$ cat config.mk
export PLATFORM = sky130hd
export DESIGN_NAME = ble_midi_packet_parser
export DESIGN_NICKNAME = d
export VERILOG_FILES = /design/src/hw/rtl/bmp_pkg.sv /design/src/hw/rtl/ble_midi_packet_parser.sv /design/src/hw/rtl/bmp_front.sv /design/src/hw/rtl/bmp_queue.sv /design/src/hw/rtl/bmp_back.sv
export SDC_FILE = /design/constraint.sdc
export NUM_CORES = 1
export LEC_CHECK = 0
export BUFFER_PORTS_ARGS = -buffer_cell sky130_fd_sc_hd__buf_2
export CORE_UTILIZATION = 59
export CTS_CLUSTER_SIZE = 28
export DETAILED_ROUTE_END_ITERATION = 8
export PLACE_DENSITY = 0.78
export SLEW_MARGIN = 15
export SYNTH_ARGS = -nofsm -noshare
export SYNTH_HDL_FRONTEND = slang
export SYNTH_HIERARCHICAL = 1
export SYNTH_SLANG_ARGS = --single-unit
$ cat constraint.sdc
create_clock -name clk_i -period 6.21 [get_ports clk_i]
set_clock_uncertainty 0.15 [all_clocks]
set_input_delay 0.3105 -clock clk_i [delete_from_list [all_inputs] [get_ports clk_i]]
set_output_delay 0.3105 -clock clk_i [all_outputs]
set_load 0.05 [all_outputs]
$ cat src/hw/rtl/bmp_pkg.sv
`default_nettype none
// ----------------------------------------------------------------------------
// bmp_pkg
// Types and constants shared by the BLE-MIDI packet parser modules.
// ----------------------------------------------------------------------------
package bmp_pkg;

  // Parser phase
  typedef enum logic [2:0] {
    PH_HEADER     = 3'd0,
    PH_STAMP1_OK  = 3'd1,
    PH_STAMP1_BAD = 3'd2,
    PH_MSG_START  = 3'd3,
    PH_AFTER_TS   = 3'd4,
    PH_DATA       = 3'd5,
    PH_DISCARD    = 3'd7
  } phase_e;

  // Result kinds
  localparam logic [2:0] KIND_ERROR = 3'd7;

  // Error codes
  localparam logic [2:0] ERR_SHORT     = 3'd0;
  localparam logic [2:0] ERR_HEADER    = 3'd1;
  localparam logic [2:0] ERR_NO_STATUS = 3'd2;
  localparam logic [2:0] ERR_SYSTEM    = 3'd3;
  localparam logic [2:0] ERR_TRUNC     = 3'd4;

  // Status command nibbles
  localparam logic [3:0] CMD_PROGRAM = 4'hC;
  localparam logic [3:0] CMD_CTOUCH  = 4'hD;
  localparam logic [3:0] CMD_BEND    = 4'hE;
  localparam logic [3:0] CMD_SYSTEM  = 4'hF;

  localparam int unsigned EnableW = 7;
  localparam int unsigned StampW  = 13;

  // One result item
  typedef struct packed {
    logic [2:0]        event_kind;
    logic [3:0]        channel;
    logic [6:0]        first_value;
    logic [6:0]        second_value;
    logic [13:0]       bend_value;
    logic [StampW-1:0] time_stamp;
    logic [2:0]        error_code;
  } res_t;

  localparam int unsigned ResW = $bits(res_t);

endpackage
`default_nettype wire

$ cat src/hw/rtl/ble_midi_packet_parser.sv
`default_nettype none
// ----------------------------------------------------------------------------
// ble_midi_packet_parser
// BLE-MIDI packet parser: packet bytes in, channel voice events or one
// error result per bad packet out.
// ----------------------------------------------------------------------------
//
// Channel   Dir  Handshake               Payload
// s_axis    in   tvalid/tready           tdata = packet_byte, tuser = first,
//                                        tlast = last byte of packet
// m_axis    out  tvalid/tready           tdata = result fields, tuser = kind
// cfg       in   cfg_valid_i/cfg_ready_o cfg_data_i = event_enable[6:0]
//
// One byte per cycle: the parser state machine in the front handles a byte
// in the cycle it is transferred. A result reaches m_axis through the queue
// write and then the output register. s_axis_tready drops only while the
// result queue is full, i.e. when m_axis is stalled; bytes that produce no
// result still wait on that. Reset is asynchronous, active low, and leaves
// the parser awaiting a packet header with all events enabled.
//
module ble_midi_packet_parser #(
  parameter int unsigned QueueDepth = 2
) (
  input  wire logic        clk_i,
  input  wire logic        rst_ni,
  // byte stream
  input  wire logic        s_axis_tvalid,
  output logic             s_axis_tready,
  input  wire logic [7:0]  s_axis_tdata,  // [7:0] packet_byte
  input  wire logic [0:0]  s_axis_tuser,  // [0] first_in_packet
  input  wire logic        s_axis_tlast,  // last_in_packet
  // result stream
  output logic             m_axis_tvalid,
  input  wire logic        m_axis_tready,
  output logic [47:0]      m_axis_tdata,  // [3:0] channel, [10:4] first_value,
                                          // [17:11] second_value,
                                          // [31:18] bend_value,
                                          // [44:32] time_stamp,
                                          // [47:45] error_code
  output logic [2:0]       m_axis_tuser,  // [2:0] event_kind
  // event enable register
  input  wire logic        cfg_valid_i,
  output logic             cfg_ready_o,
  input  wire logic [6:0]  cfg_data_i
);
  import bmp_pkg::*;

  logic in_fire, push, full, head_vld, pop;
  res_t push_data, head_data;

  // register always writable; the user must write it only while idle, the block does not enforce it
  assign cfg_ready_o   = 1'b1;
  assign s_axis_tready = !full;
  assign in_fire       = s_axis_tvalid && s_axis_tready;

  bmp_front u_front (
    .clk_i       (clk_i),
    .rst_ni      (rst_ni),
    .cfg_we_i    (cfg_valid_i),
    .cfg_data_i  (cfg_data_i),
    .in_fire_i   (in_fire),
    .byte_i      (s_axis_tdata),
    .first_i     (s_axis_tuser[0]),
    .last_i      (s_axis_tlast),
    .push_o      (push),
    .push_data_o (push_data)
  );

  bmp_queue #(
    .Depth (QueueDepth)
  ) u_queue (
    .clk_i       (clk_i),
    .rst_ni      (rst_ni),
    .push_i      (push),
    .push_data_i (push_data),
    .pop_i       (pop),
    .full_o      (full),
    .head_vld_o  (head_vld),
    .head_data_o (head_data)
  );

  bmp_back u_back (
    .clk_i         (clk_i),
    .rst_ni        (rst_ni),
    .head_vld_i    (head_vld),
    .head_data_i   (head_data),
    .pop_o         (pop),
    .m_axis_tvalid (m_axis_tvalid),
    .m_axis_tready (m_axis_tready),
    .m_axis_tdata  (m_axis_tdata),
    .m_axis_tuser  (m_axis_tuser)
  );

endmodule
`default_nettype wire

$ cat src/hw/rtl/bmp_front.sv
`default_nettype none
// ----------------------------------------------------------------------------
// bmp_front
// Parser front end: takes one packet byte per transfer, runs the packet
// state machine and hands each produced result to the queue.
// ----------------------------------------------------------------------------
module bmp_front (
  input  wire logic                   clk_i,
  input  wire logic                   rst_ni,
  input  wire logic                   cfg_we_i,
  input  wire logic [6:0]             cfg_data_i,
  input  wire logic                   in_fire_i,
  input  wire logic [7:0]             byte_i,
  input  wire logic                   first_i,
  input  wire logic                   last_i,
  output logic                        push_o,
  output bmp_pkg::res_t               push_data_o
);
  import bmp_pkg::*;

  logic [EnableW-1:0] en_q;
  phase_e             phase_q, phase_d;
  logic [7:0]         rstat_q, rstat_d;
  logic [StampW-1:0]  stamp_q, stamp_d;
  logic [6:0]         held_q, held_d;
  logic               seen_q, seen_d;

  logic       take, seen_eff, err_vld, evt_vld, one_byte;
  logic [2:0] err_code;
  logic [3:0] cmd;
  logic [6:0] d, v1, v2;
  res_t       res;

  assign d   = byte_i[6:0];
  assign cmd = rstat_q[7:4];

  always_comb begin
    phase_d  = phase_q;
    rstat_d  = rstat_q;
    stamp_d  = stamp_q;
    held_d   = held_q;
    seen_d   = seen_q;
    take     = 1'b0;
    seen_eff = seen_q;
    err_vld  = 1'b0;
    err_code = ERR_SHORT;
    evt_vld  = 1'b0;
    one_byte = 1'b0;
    v1       = '0;
    v2       = '0;

    if (first_i || phase_q == PH_HEADER) begin
      rstat_d = '0;
      held_d  = '0;
      seen_d  = 1'b0;
      stamp_d = {byte_i[5:0], 7'd0};
      if (last_i) begin
        err_vld  = 1'b1;
        err_code = ERR_SHORT;
      end else begin
        phase_d = byte_i[7] ? PH_STAMP1_OK : PH_STAMP1_BAD;
      end
    end else begin
      unique case (phase_q)
        PH_STAMP1_OK, PH_STAMP1_BAD: begin
          if (last_i) begin
            err_vld  = 1'b1;
            err_code = ERR_SHORT;
          end else if (phase_q == PH_STAMP1_BAD || !byte_i[7]) begin
            err_vld  = 1'b1;
            err_code = ERR_HEADER;
          end else begin
            stamp_d = {stamp_q[12:7], d};
            phase_d = PH_AFTER_TS;
          end
        end
        PH_MSG_START: begin
          if (byte_i[7]) begin
            stamp_d = {stamp_q[12:7], d};
            if (last_i) begin
              err_vld  = 1'b1;
              err_code = ERR_TRUNC;
            end else begin
              phase_d = PH_AFTER_TS;
            end
          end else if (rstat_q == 8'd0) begin
            err_vld  = 1'b1;
            err_code = ERR_NO_STATUS;
          end else begin
            take     = 1'b1;
            seen_eff = 1'b0;
          end
        end
        PH_AFTER_TS: begin
          if (byte_i[7]) begin
            rstat_d = byte_i;
            seen_d  = 1'b0;
            if (byte_i[7:4] == CMD_SYSTEM) begin
              err_vld  = 1'b1;
              err_code = ERR_SYSTEM;
            end else if (last_i) begin
              err_vld  = 1'b1;
              err_code = ERR_TRUNC;
            end else begin
              phase_d = PH_DATA;
            end
          end else if (rstat_q == 8'd0) begin
            err_vld  = 1'b1;
            err_code = ERR_NO_STATUS;
          end else begin
            take     = 1'b1;
            seen_eff = 1'b0;
          end
        end
        PH_DATA: begin
          take = 1'b1;
        end
        default: begin
          if (last_i) phase_d = PH_HEADER;
        end
      endcase
    end

    // data byte inside a message
    if (take) begin
      one_byte = (cmd == CMD_PROGRAM) || (cmd == CMD_CTOUCH);
      if (!one_byte && !seen_eff) begin
        held_d  = d;
        seen_d  = 1'b1;
        phase_d = PH_DATA;
        if (last_i) begin
          err_vld  = 1'b1;
          err_code = ERR_TRUNC;
        end
      end else begin
        v1      = one_byte ? d : held_q;
        v2      = one_byte ? 7'd0 : d;
        seen_d  = 1'b0;
        phase_d = last_i ? PH_HEADER : PH_MSG_START;
        evt_vld = en_q[cmd[2:0]];
      end
    end

    if (err_vld) phase_d = last_i ? PH_HEADER : PH_DISCARD;
  end

  always_comb begin
    res = '0;
    res.time_stamp = stamp_d;
    if (err_vld) begin
      res.event_kind = KIND_ERROR;
      res.error_code = err_code;
    end else begin
      res.event_kind   = cmd[2:0];
      res.channel      = rstat_q[3:0];
      res.first_value  = v1;
      res.second_value = v2;
      res.bend_value   = (cmd == CMD_BEND) ? {v2, v1} : 14'd0;
    end
  end

  assign push_o      = in_fire_i && (err_vld || evt_vld);
  assign push_data_o = res;

  always_ff @(posedge clk_i or negedge rst_ni) begin
    if (!rst_ni) begin
      en_q    <= '1;
      phase_q <= PH_HEADER;
      rstat_q <= '0;
      stamp_q <= '0;
      held_q  <= '0;
      seen_q  <= 1'b0;
    end else begin
      if (cfg_we_i) en_q <= cfg_data_i;
      if (in_fire_i) begin
        phase_q <= phase_d;
        rstat_q <= rstat_d;
        stamp_q <= stamp_d;
        held_q  <= held_d;
        seen_q  <= seen_d;
      end
    end
  end

endmodule
`default_nettype wire

$ cat src/hw/rtl/bmp_queue.sv
`default_nettype none
// ----------------------------------------------------------------------------
// bmp_queue
// Short result queue between parser and output stage.
// ----------------------------------------------------------------------------
module bmp_queue #(
  parameter int unsigned Depth = 2
) (
  input  wire logic          clk_i,
  input  wire logic          rst_ni,
  input  wire logic          push_i,
  input  bmp_pkg::res_t      push_data_i,
  input  wire logic          pop_i,
  output logic               full_o,
  output logic               head_vld_o,
  output bmp_pkg::res_t      head_data_o
);
  import bmp_pkg::*;

  localparam int unsigned PtrW = (Depth > 1) ? $clog2(Depth) : 1;
  localparam int unsigned CntW = $clog2(Depth + 1);
  localparam logic [PtrW-1:0] LastPtr = PtrW'(Depth - 1);
  localparam logic [CntW-1:0] Full    = CntW'(Depth);

  res_t            mem_q [Depth];
  logic [PtrW-1:0] wptr_q, rptr_q;
  logic [CntW-1:0] cnt_q;
  logic            do_push, do_pop;

  assign full_o      = (cnt_q == Full);
  assign head_vld_o  = (cnt_q != '0);
  assign head_data_o = mem_q[rptr_q];
  assign do_push     = push_i && !full_o;
  assign do_pop      = pop_i && head_vld_o;

  always_ff @(posedge clk_i) begin
    if (do_push) mem_q[wptr_q] <= push_data_i;
  end

  always_ff @(posedge clk_i or negedge rst_ni) begin
    if (!rst_ni) begin
      wptr_q <= '0;
      rptr_q <= '0;
      cnt_q  <= '0;
    end else begin
      if (do_push) wptr_q <= (wptr_q == LastPtr) ? '0 : wptr_q + 1'b1;
      if (do_pop)  rptr_q <= (rptr_q == LastPtr) ? '0 : rptr_q + 1'b1;
      if (do_push && !do_pop)      cnt_q <= cnt_q + 1'b1;
      else if (do_pop && !do_push) cnt_q <= cnt_q - 1'b1;
    end
  end

endmodule
`default_nettype wire

$ cat src/hw/rtl/bmp_back.sv
`default_nettype none
// ----------------------------------------------------------------------------
// bmp_back
// Output stage: holds one result and packs it onto the master stream.
// ----------------------------------------------------------------------------
module bmp_back (
  input  wire logic          clk_i,
  input  wire logic          rst_ni,
  input  wire logic          head_vld_i,
  input  bmp_pkg::res_t      head_data_i,
  output logic               pop_o,
  output logic               m_axis_tvalid,
  input  wire logic          m_axis_tready,
  output logic [47:0]        m_axis_tdata,
  output logic [2:0]         m_axis_tuser
);
  import bmp_pkg::*;

  logic vld_q;
  res_t res_q;

  // load when empty or the held result is being taken
  assign pop_o = head_vld_i && (!vld_q || m_axis_tready);

  always_ff @(posedge clk_i or negedge rst_ni) begin
    if (!rst_ni) begin
      vld_q <= 1'b0;
    end else if (!vld_q || m_axis_tready) begin
      vld_q <= head_vld_i;
    end
  end

  always_ff @(posedge clk_i) begin
    if (pop_o) res_q <= head_data_i;
  end

  assign m_axis_tvalid = vld_q;
  assign m_axis_tuser  = res_q.event_kind;
  assign m_axis_tdata  = {res_q.error_code, res_q.time_stamp, res_q.bend_value,
                          res_q.second_value, res_q.first_value, res_q.channel};

endmodule
`default_nettype wire

==> results of run 1 <==
worst paths after layout:
| kind | start | endpoint | depth (start not counted) |
|---|---|---|---|
| worst max-delay path | u_front/phase_q[1] | u_queue/mem_q[0][19] | 9 |
| worst max register to register | u_front/phase_q[1] | u_queue/mem_q[0][19] | 9 |
| max in group asynchronous | rst_ni | u_queue/rptr_q | 2 |
| worst min-delay path | s_axis_tdata[6] | u_front/rstat_q[6] | 3 |
| min in group asynchronous | rst_ni | u_front/stamp_q[2] | 2 |
| worst min register to register | u_queue/cnt_q[1] | u_queue/cnt_q[1] | 1 |
placed cells by master (no fill, tap or decap), types with 9 or more instances in the layout:
master / synthesis / layout
edfxtp_1: 153 / 153
buf_2: 2 / 74
mux2_4: 50 / 50
nor2_1: 43 / 42
nand2_1: 41 / 41
dfrtp_1: 37 / 36
and2_1: 20 / 19
clkbuf_16: 0 / 17
mux2_2: 17 / 17
mux2i_1: 16 / 16
o21ai_0: 15 / 15
inv_1: 11 / 11
dlygate4sd3_1: 0 / 9
a31oi_1: 9 / 9
power breakdown:
part / total [mW] / switching [mW] / internal [mW]
sequential: 2.06 / 0.186 / 1.87
clock: 1.09 / 0.464 / 0.630
combinational: 1.70 / 1.14 / 0.559
total: 4.85 / 1.79 / 3.06
metal layers:
metal	wire (um)	part of all wire, %
met5	0	0
met4	258	1.7
met3	875	5.8
met2	7810	52
met1	6220	41
layout make-up:
cell class | count | area [um^2]
Clock buffer | 18 | 429
Clock inverter | 13 | 154
Fill cell | 914 | 4070
Inverter | 11 | 41.3
Multi-Input combinational cell | 290 | 2330
Sequential cell | 197 | 5710
Tap cell | 176 | 220
Timing Repair Buffer | 88 | 498
registers in the layout (all words and copies together) (netlist names), 3 cells and up:
| register | cells |
|---|---|
| u_front/held_q | 7 |
| u_front/rstat_q | 8 |
| u_queue/mem_q | 102 |
| u_front/stamp_q | 13 |
| u_front/phase_q | 3 |
| u_back/m_axis_tuser | 3 |
| u_back/m_axis_tdata | 48 |
| u_front/en_q | 7 |
worst register-to-register path, stage by stage (launching register included):
cell and delay (ns):
dfrtp_1 0.55, or3b_1 0.49, a221o_1 0.41, a21oi_2 0.25, nand2_2 0.20, a211o_1 0.26
a21oi_1 0.16, nand2_1 0.15, nor2_4 0.33, buf_4 0.56
cells by family after synthesis:
| family | count (synthesis) | synth area share (%) |
|---|---|---|
| flops | 197 | 69.1 |
| simple gates | 139 | 8.59 |
| mux | 84 | 13.6 |
| compound gates | 60 | 5.18 |
| buf+inv | 34 | 2.76 |
| xor+xnor | 5 | 0.531 |
| fa+ha+maj | 1 | 0.152 |
| other cells | 1 | 0.0454 |
per-stage QoR:
step	util, %	instance area [um^2]	setup slack [ns]
floorplan	-	8250	1.41
global placement	64.7	8710	2.40
finish	69.7	9380	2.30
global route	69.7	9380	2.09
detailed placement	64.7	8710	2.33
CTS	69.7	9380	2.32
timing repair:
| item | in CTS | in global routing |
|---|---|---|
| setup endpoints to repair | 0 | 0 |
| hold buffers | 9 | 0 |
| buffers inserted | 0 | 0 |
| endpoints found under the hold margin | 45 | 0 |
==> results.md, run 1 <==
Setup path:
- The category of the worst setup path launch point is a flop.
- The highest-delay cell along the critical path is dfrtp_1.
- The kind of end point of the critical path is a flop.
- STA puts the critical path data required time at 6.13 ns.
- The arrival time at the worst endpoint is approximately 3.8 ns.
- The biggest fanout along the worst timing path is between 40 and 50.
- The number of buffers and inverters on the critical path is 1.
- In this design, the largest share of critical-path delay is due to simple AND/OR/NAND/NOR gates.
- Walking the worst path, the cells encountered are or3b_1, a221o_1, a21oi_2, nand2_2, a211o_1, a21oi_1, nand2_1, nor2_4, buf_4.
- The worst-case register-to-register setup slack is approximately 2.3 ns.
- The start-to-end type of the worst setup path is flop to flop.
- The biggest cell delay along the critical path is about 0.55 ns.

STA:
- The number of pins exceeding their max-slew limit in the final report is 0.
- The count of final hold-check violations is 0.
- Across all hold checks on the routed design, the worst slack comes to 0.0791 ns.
- The worst relative slew slack is between 30% and 40%.
- The transition time of the tightest slew-check pin is 0.995 ns.
- Adding up every negative setup slack in the final design gives 0 ns.
- The post-route fraction of the period consumed by the critical path is between 60 and 70%.
- Setup violations remaining at the end of the flow were counted as 0.
- The worst path in the final design needs a cycle of 3.91 ns, including I/O delays and setup.
- The highest achievable clock rate is between 200 and 300 MHz.
- Setup repair after global routing left no endpoint under its margin.

Clocking:
- The CTS tree is built.
- The number of cells upsized or downsized after cts is 0.
- The maximum buffer depth of the clock tree is 2.
- Clock-pin slew was measured on the worst setup and hold paths at ~0.07 ns.
- The clock reaches the later pin of the worst-skew pair after roughly 0.43 ns.
- CTS placed an instance of clkbuf_16 at the clock tree root.
- Buffers inserted during clock tree synthesis total 17.
- Counting every sink on the clock net gives about 200.
- The number of levels the H-tree was split into is 4.

Run status:
- The flow ran to the end, and the final reports show no timing, DRC or antenna violations.

Yosys:
- Counting every instance in the synthesized netlist gives ~520.
- The cell with the most instances after synthesis is edfxtp_1.
- The cell area after synthesis is 8250 um^2.
- The number of synthesized flops with an enable pin is about 150.
- The count of cell types in the netlist is 67.
- The synthesized design spends more area on one cell type than any other, namely edfxtp_1.
- Among all flip-flop cells after synthesis, the most frequent one is edfxtp_1.
- The area fraction of the dominant cell type after synthesis is 55.7%.
- The synthesized net count is between 500 and 600.
- The synthesized design contains approximately 200 register bits.
- The proportion of synthesized flip-flops having asynchronous set or reset is roughly 22%.
- The synthesized area per cell is 15.8 um^2.
- The number of warning messages in the yosys log is 6.
- The commonest cells after synthesis are 153 x edfxtp_1, 50 x mux2_4, 43 x nor2_1, 41 x nand2_1, 37 x dfrtp_1.
- The share of synthesized area occupied by flip-flops and latches is between 60% and 70%.
- By area the synthesized netlist is led by edfxtp_1 56%, dfrtp_1 11%, mux2_4 9.1%, mux2_2 2.3%, dfstp_2 2.2%.

Min path:
- The path class of the tightest hold or removal check is primary input to flop.

Global route:
- The number of antenna violations at the first check in global routing is 0.
- The number of global-route vias before repair is roughly 4600.
- The layer with the highest usage is met2.
- The wire length of the first global-routing pass is about 24000 um.
- The met3 routing resource usage after global routing is 5.85%.
- The combined global-route utilization of all metal layers is 23.0%.
- The met1 layer usage reported by global route is 29.6%.
- The met2 global-route usage is about two fifths.
- The overflow left after global routing is 0.
- The largest net degree at the start of global routing is 53.

Run:
- Across the run, the number of max-cap violations was 0.

Layout:
- The area growth from synthesis to layout is 13.6%.
- At the end of the flow, the number of nets in the layout was between 600 and 700.
- Leaving out filler cells and counting taps, the final layout contains 793.
- The share of layout cells above drive strength 1 is 31.8%.
- The antenna cell count is 0.

Place:
- The instance count after placement with tap cells included is 753.
- The placer's final routability congestion estimate is 0.825.
- Detailed placement finished with a half-perimeter wire length of just under 10000 um.
- In this run the tool buffered the top-level ports with 74 buffer cells.

Detailed routing:
- In the routed layout, each cell is associated on average with a via count of between 5 and 6.
- The number of design-rule violations left by the first detailed-router iteration is ~500.
- The first detailed-routing pass took 6 iterations.
- Summing over every cut layer, the via total after detailed routing is between 4000 and 5000.
- The number of remaining DRC errors is 0.
- After detailed routing, the average wire length per cell comes to 19.1 um.
- The count of nets left with antenna violations once routing finished came out at 0.
- Wires add up to 15200 um.

Floorplanning:
- The floorplan step defined a die boundary enclosing 14500 um^2.
- For this configuration, the core starts out at a cell density of between 60% and 70%.
- The width of the die is 120 um.
- The number of primary I/O pins is 76.
- The placement row count is 42.
- The floorplan step set the die height to between 100 and 150 um.
- The area of the core is ~13000 um^2.

Power and ir drop:
- For this design the static power due to leakage is approximately 3.8 nW.
- The total power of the final layout is 4.85 mW.
- IR analysis of the VDD net gives a maximum drop of roughly 220 uV.
- The power density normalized to cell area is around 520 nW/um^2.
Power figures use the tool's default switching activity.
==> run 2, diff against run 1 <==
- clock period: 6.21 -> 4.1 ns (I/O delays scaled with it)
==> run 2 against run 1 <==
Effect of this change: routed wire length up 0.66%; maximum frequency grew 9.0%; die area stayed put; first-iteration DRC count fell by 36%; largest power group unchanged; highest routed layer unchanged.
==> results.md, run 2 (synthesized netlist as in run 1, its figures left out) <==
Floorplanning:
- The total die area is 14500 um^2 (unchanged).
- The placement row count is 42 (unchanged).
- The width of the die was 120 um (unchanged).
- The effective utilization at floorplan was 61.4% (unchanged).
- The overall die height came to 120 um (unchanged).
- The area of the core was 13500 um^2 (unchanged).
- The number of primary I/O pins came to 76 (unchanged).

Layout:
- The share of layout cells above drive strength 1 came to 31.1% (-0.64 points).
- The net total in the final layout is 643 (+2.4%).
- Leaving out fill and tap cells, the most frequent cells in the layout are 153 x edfxtp_1, 74 x buf_2, 50 x mux2_4, 42 x nor2_1, 41 x nand2_1.
- The register area is 5710 um^2 (unchanged).
- The number of filler cells placed in the layout is 899 (-1.6%).
- The antenna cell count is 0 (unchanged).
- The library cell used most frequently in the layout, excluding fill and tap cells, is edfxtp_1.
- The area of the multi-input gates was 2330 um^2 (unchanged).
- The number of standard cells in the layout, taps in and fillers out is 809 (+2.0%).
- Ranked by flip-flop count, first place goes to u_queue/mem_q.
- The number of flip-flops under the largest register name came to 102 (unchanged).
- The area growth from synthesis to layout is 15.5%.

Power and ir drop:
- The peak supply drop is 418 uV (+92%).
- The power density normalized to cell area is 766 nW/um^2 (+48%).
- The total leakage power is 3.82 nW (+1.4%).

Clocking:
- The maximum buffer depth of the clock tree is 2 (unchanged).
- The number of buffers added by the clock tree synthesis step was 17 (unchanged).
- TritonCTS built the clock tree.
- The library cell used as clock root buffer is clkbuf_16.
- The clock-pin slew on the worst setup and hold paths is 0.06 ns (about the same).
- The clock insertion delay at the later pin of the skew report is 0.43 ns (about the same).
- The number of levels the H-tree was split into came to 4 (unchanged).
- The number of clock sinks is 197 (unchanged).

STA:
- The final hold slack is 0.0719 ns (-0.00718 ns).
- The transition time of the tightest slew-check pin is 1.00 ns (+0.00542 ns).
- The final worst slack is 0.512 ns (-1.79 ns).
- The total of endpoints with negative setup slack in the final report was 0 (unchanged).
- The final critical path time including I/O delays and setup is 3.59 ns (-0.321 ns).
- The count of final hold-check violations is 0 (unchanged).
- The number of pins exceeding their max-slew limit in the final report is 0 (unchanged).
- The highest achievable clock rate is 279 MHz (+9.0%).
- The summed negative setup slack over all endpoints is 0 ns (unchanged).
- The post-route fraction of the period consumed by the critical path was 87.5% (+25 points).
- Setup repair after global routing left no endpoint under its margin.
- The worst relative slew slack was 33.3% (-0.36 points).

Detailed routing:
- The via count was 4632 (+1.9%).
- The number of design-rule violations left by the first detailed-router iteration is 318 (-36%).
- The number of remaining DRC errors came to 0 (unchanged).
- The number of search-and-repair iterations in the first detailed-routing pass is 5 (-1).
- The routed wirelength normalized by instance count is 18.9 um (-1.3%).
- The final antenna-violating net count is 0 (unchanged).
- The via density per instance is 5.73 (-0.15%).
- The post-detailed-routing wire length came to 15300 um (+0.66%).

Global route:
- The overflow left after global routing is 0 (unchanged).
- The number of global-route vias before repair was 4688 (+2.5%).
- The largest net degree at the start of global routing is 52 (-1.9%).
- The combined global-route utilization of all metal layers is 23.0% (+0.032 points).
- The number of antenna violations at the first check in global routing is 0 (unchanged).
- The wire length of the first global-routing pass is 24500 um (+0.48%).

Setup path:
- The critical path startpoint is u_front/phase_q[1].
- The critical path is of the flop to flop type.
- The biggest fanout along the worst timing path is 39 (-7.1%).
- STA classifies the critical path startpoint as a flop.
- The worst endpoint required time is 4.07 ns (-2.06 ns).
- The worst register-to-register path begins at u_front/phase_q[1].
- The arrival time at the worst endpoint is 3.56 ns (-0.27 ns).
- The kind of end point of the critical path is a flop.

Place:
- The instance count after placement with tap cells included is 754 (+0.13%).
- The HPWL after detailed placement is 9640 um (-1.8%).
- The placer's final routability congestion estimate is 0.889 (+7.7%).
- The worst slack at placement was 0.566 ns (-1.77 ns).
- The number of buffer cells added on primary ports is 74 (unchanged).

Min path:
- The startpoint of the most critical hold path is s_axis_tuser.
- The worst hold path belongs to the class primary input to flop.

Run status:
- The run finished with clean final reports.

Run:
- The max-capacitance violation count is 0 (unchanged).
run 2: cell count changes in the layout (fill, tap and decap cells not counted):
cell | before | now
buf_12 | 0 | 2
buf_4 | 5 | 4
bufinv_16 | 3 | 2
clkbuf_1 | 1 | 2
clkinvlp_4 | 1 | 3
dlygate4sd3_1 | 9 | 23
inv_6 | 3 | 2
run 2: critical path, cell delays in order (launching register included):
cell     delay, ns
dfrtp_1       0.54
or3b_1        0.49
a221o_1       0.41
a21oi_2       0.26
nand2_2       0.21
a211o_1       0.26
a21oi_1       0.17
and3_2        0.47
buf_12        0.29
run 2: through the flow:
step	total power, mW	util, %	cell area (um^2)
after global routing	7.62	70.9	9530
after detailed placement	5.73	65.0	8740
after global placement	5.65	65.0	8740
after floorplan	5.26	-	8260
final	7.31	70.9	9530
after CTS	7.33	70.9	9530
run 2: per-layer routing:
layer / up-vias / routed length (um) / track usage, % / share of wire (%)
li1: 2130 / - / - / -
met1: 2308 / 6470 / 29.6 / 42
met2: 160 / 7690 / 37.5 / 50
met3: 34 / 690 / 5.19 / 4.5
met4: 0 / 415 / 10.7 / 2.7
met5: - / 0 / 0 / 0
run 2: cell type report:
| type | instances | area share (%) |
|---|---|---|
| Tap cell | 176 | 2.31 |
| Clock buffer | 19 | 4.54 |
| Inverter | 11 | 0.433 |
| Sequential cell | 197 | 59.9 |
| Clock inverter | 13 | 1.37 |
| Timing Repair Buffer | 103 | 7.04 |
| Multi-Input combinational cell | 290 | 24.5 |
run 2: path summary, 6_finish.rpt:
check | slack [ns] | endpoint | cells past startpoint
worst max register to register | 0.51 | u_queue/mem_q[1][34] | 8
min in group asynchronous | 0.33 | u_front/stamp_q[2] | 2
max in group asynchronous | 2.80 | u_queue/rptr_q | 2
worst min register to register | 0.34 | u_queue/cnt_q[1] | 1
worst min-delay path | 0.07 | u_queue/mem_q[1][1] | 2
worst max-delay path | 0.51 | u_queue/mem_q[1][34] | 8
run 2: repair_timing:
| action | in CTS | in global routing |
|---|---|---|
| gates resized for setup | 0 | 0 |
| hold buffers | 23 | 0 |
| buffers inserted | 0 | 0 |
| hold endpoints to repair | 53 | 0 |
run 2: power by group:
group          internal [mW]  switching, mW  total, mW
sequential              2.84          0.321       3.16
clock                  0.893          0.691       1.58
combinational          0.878           1.69       2.57
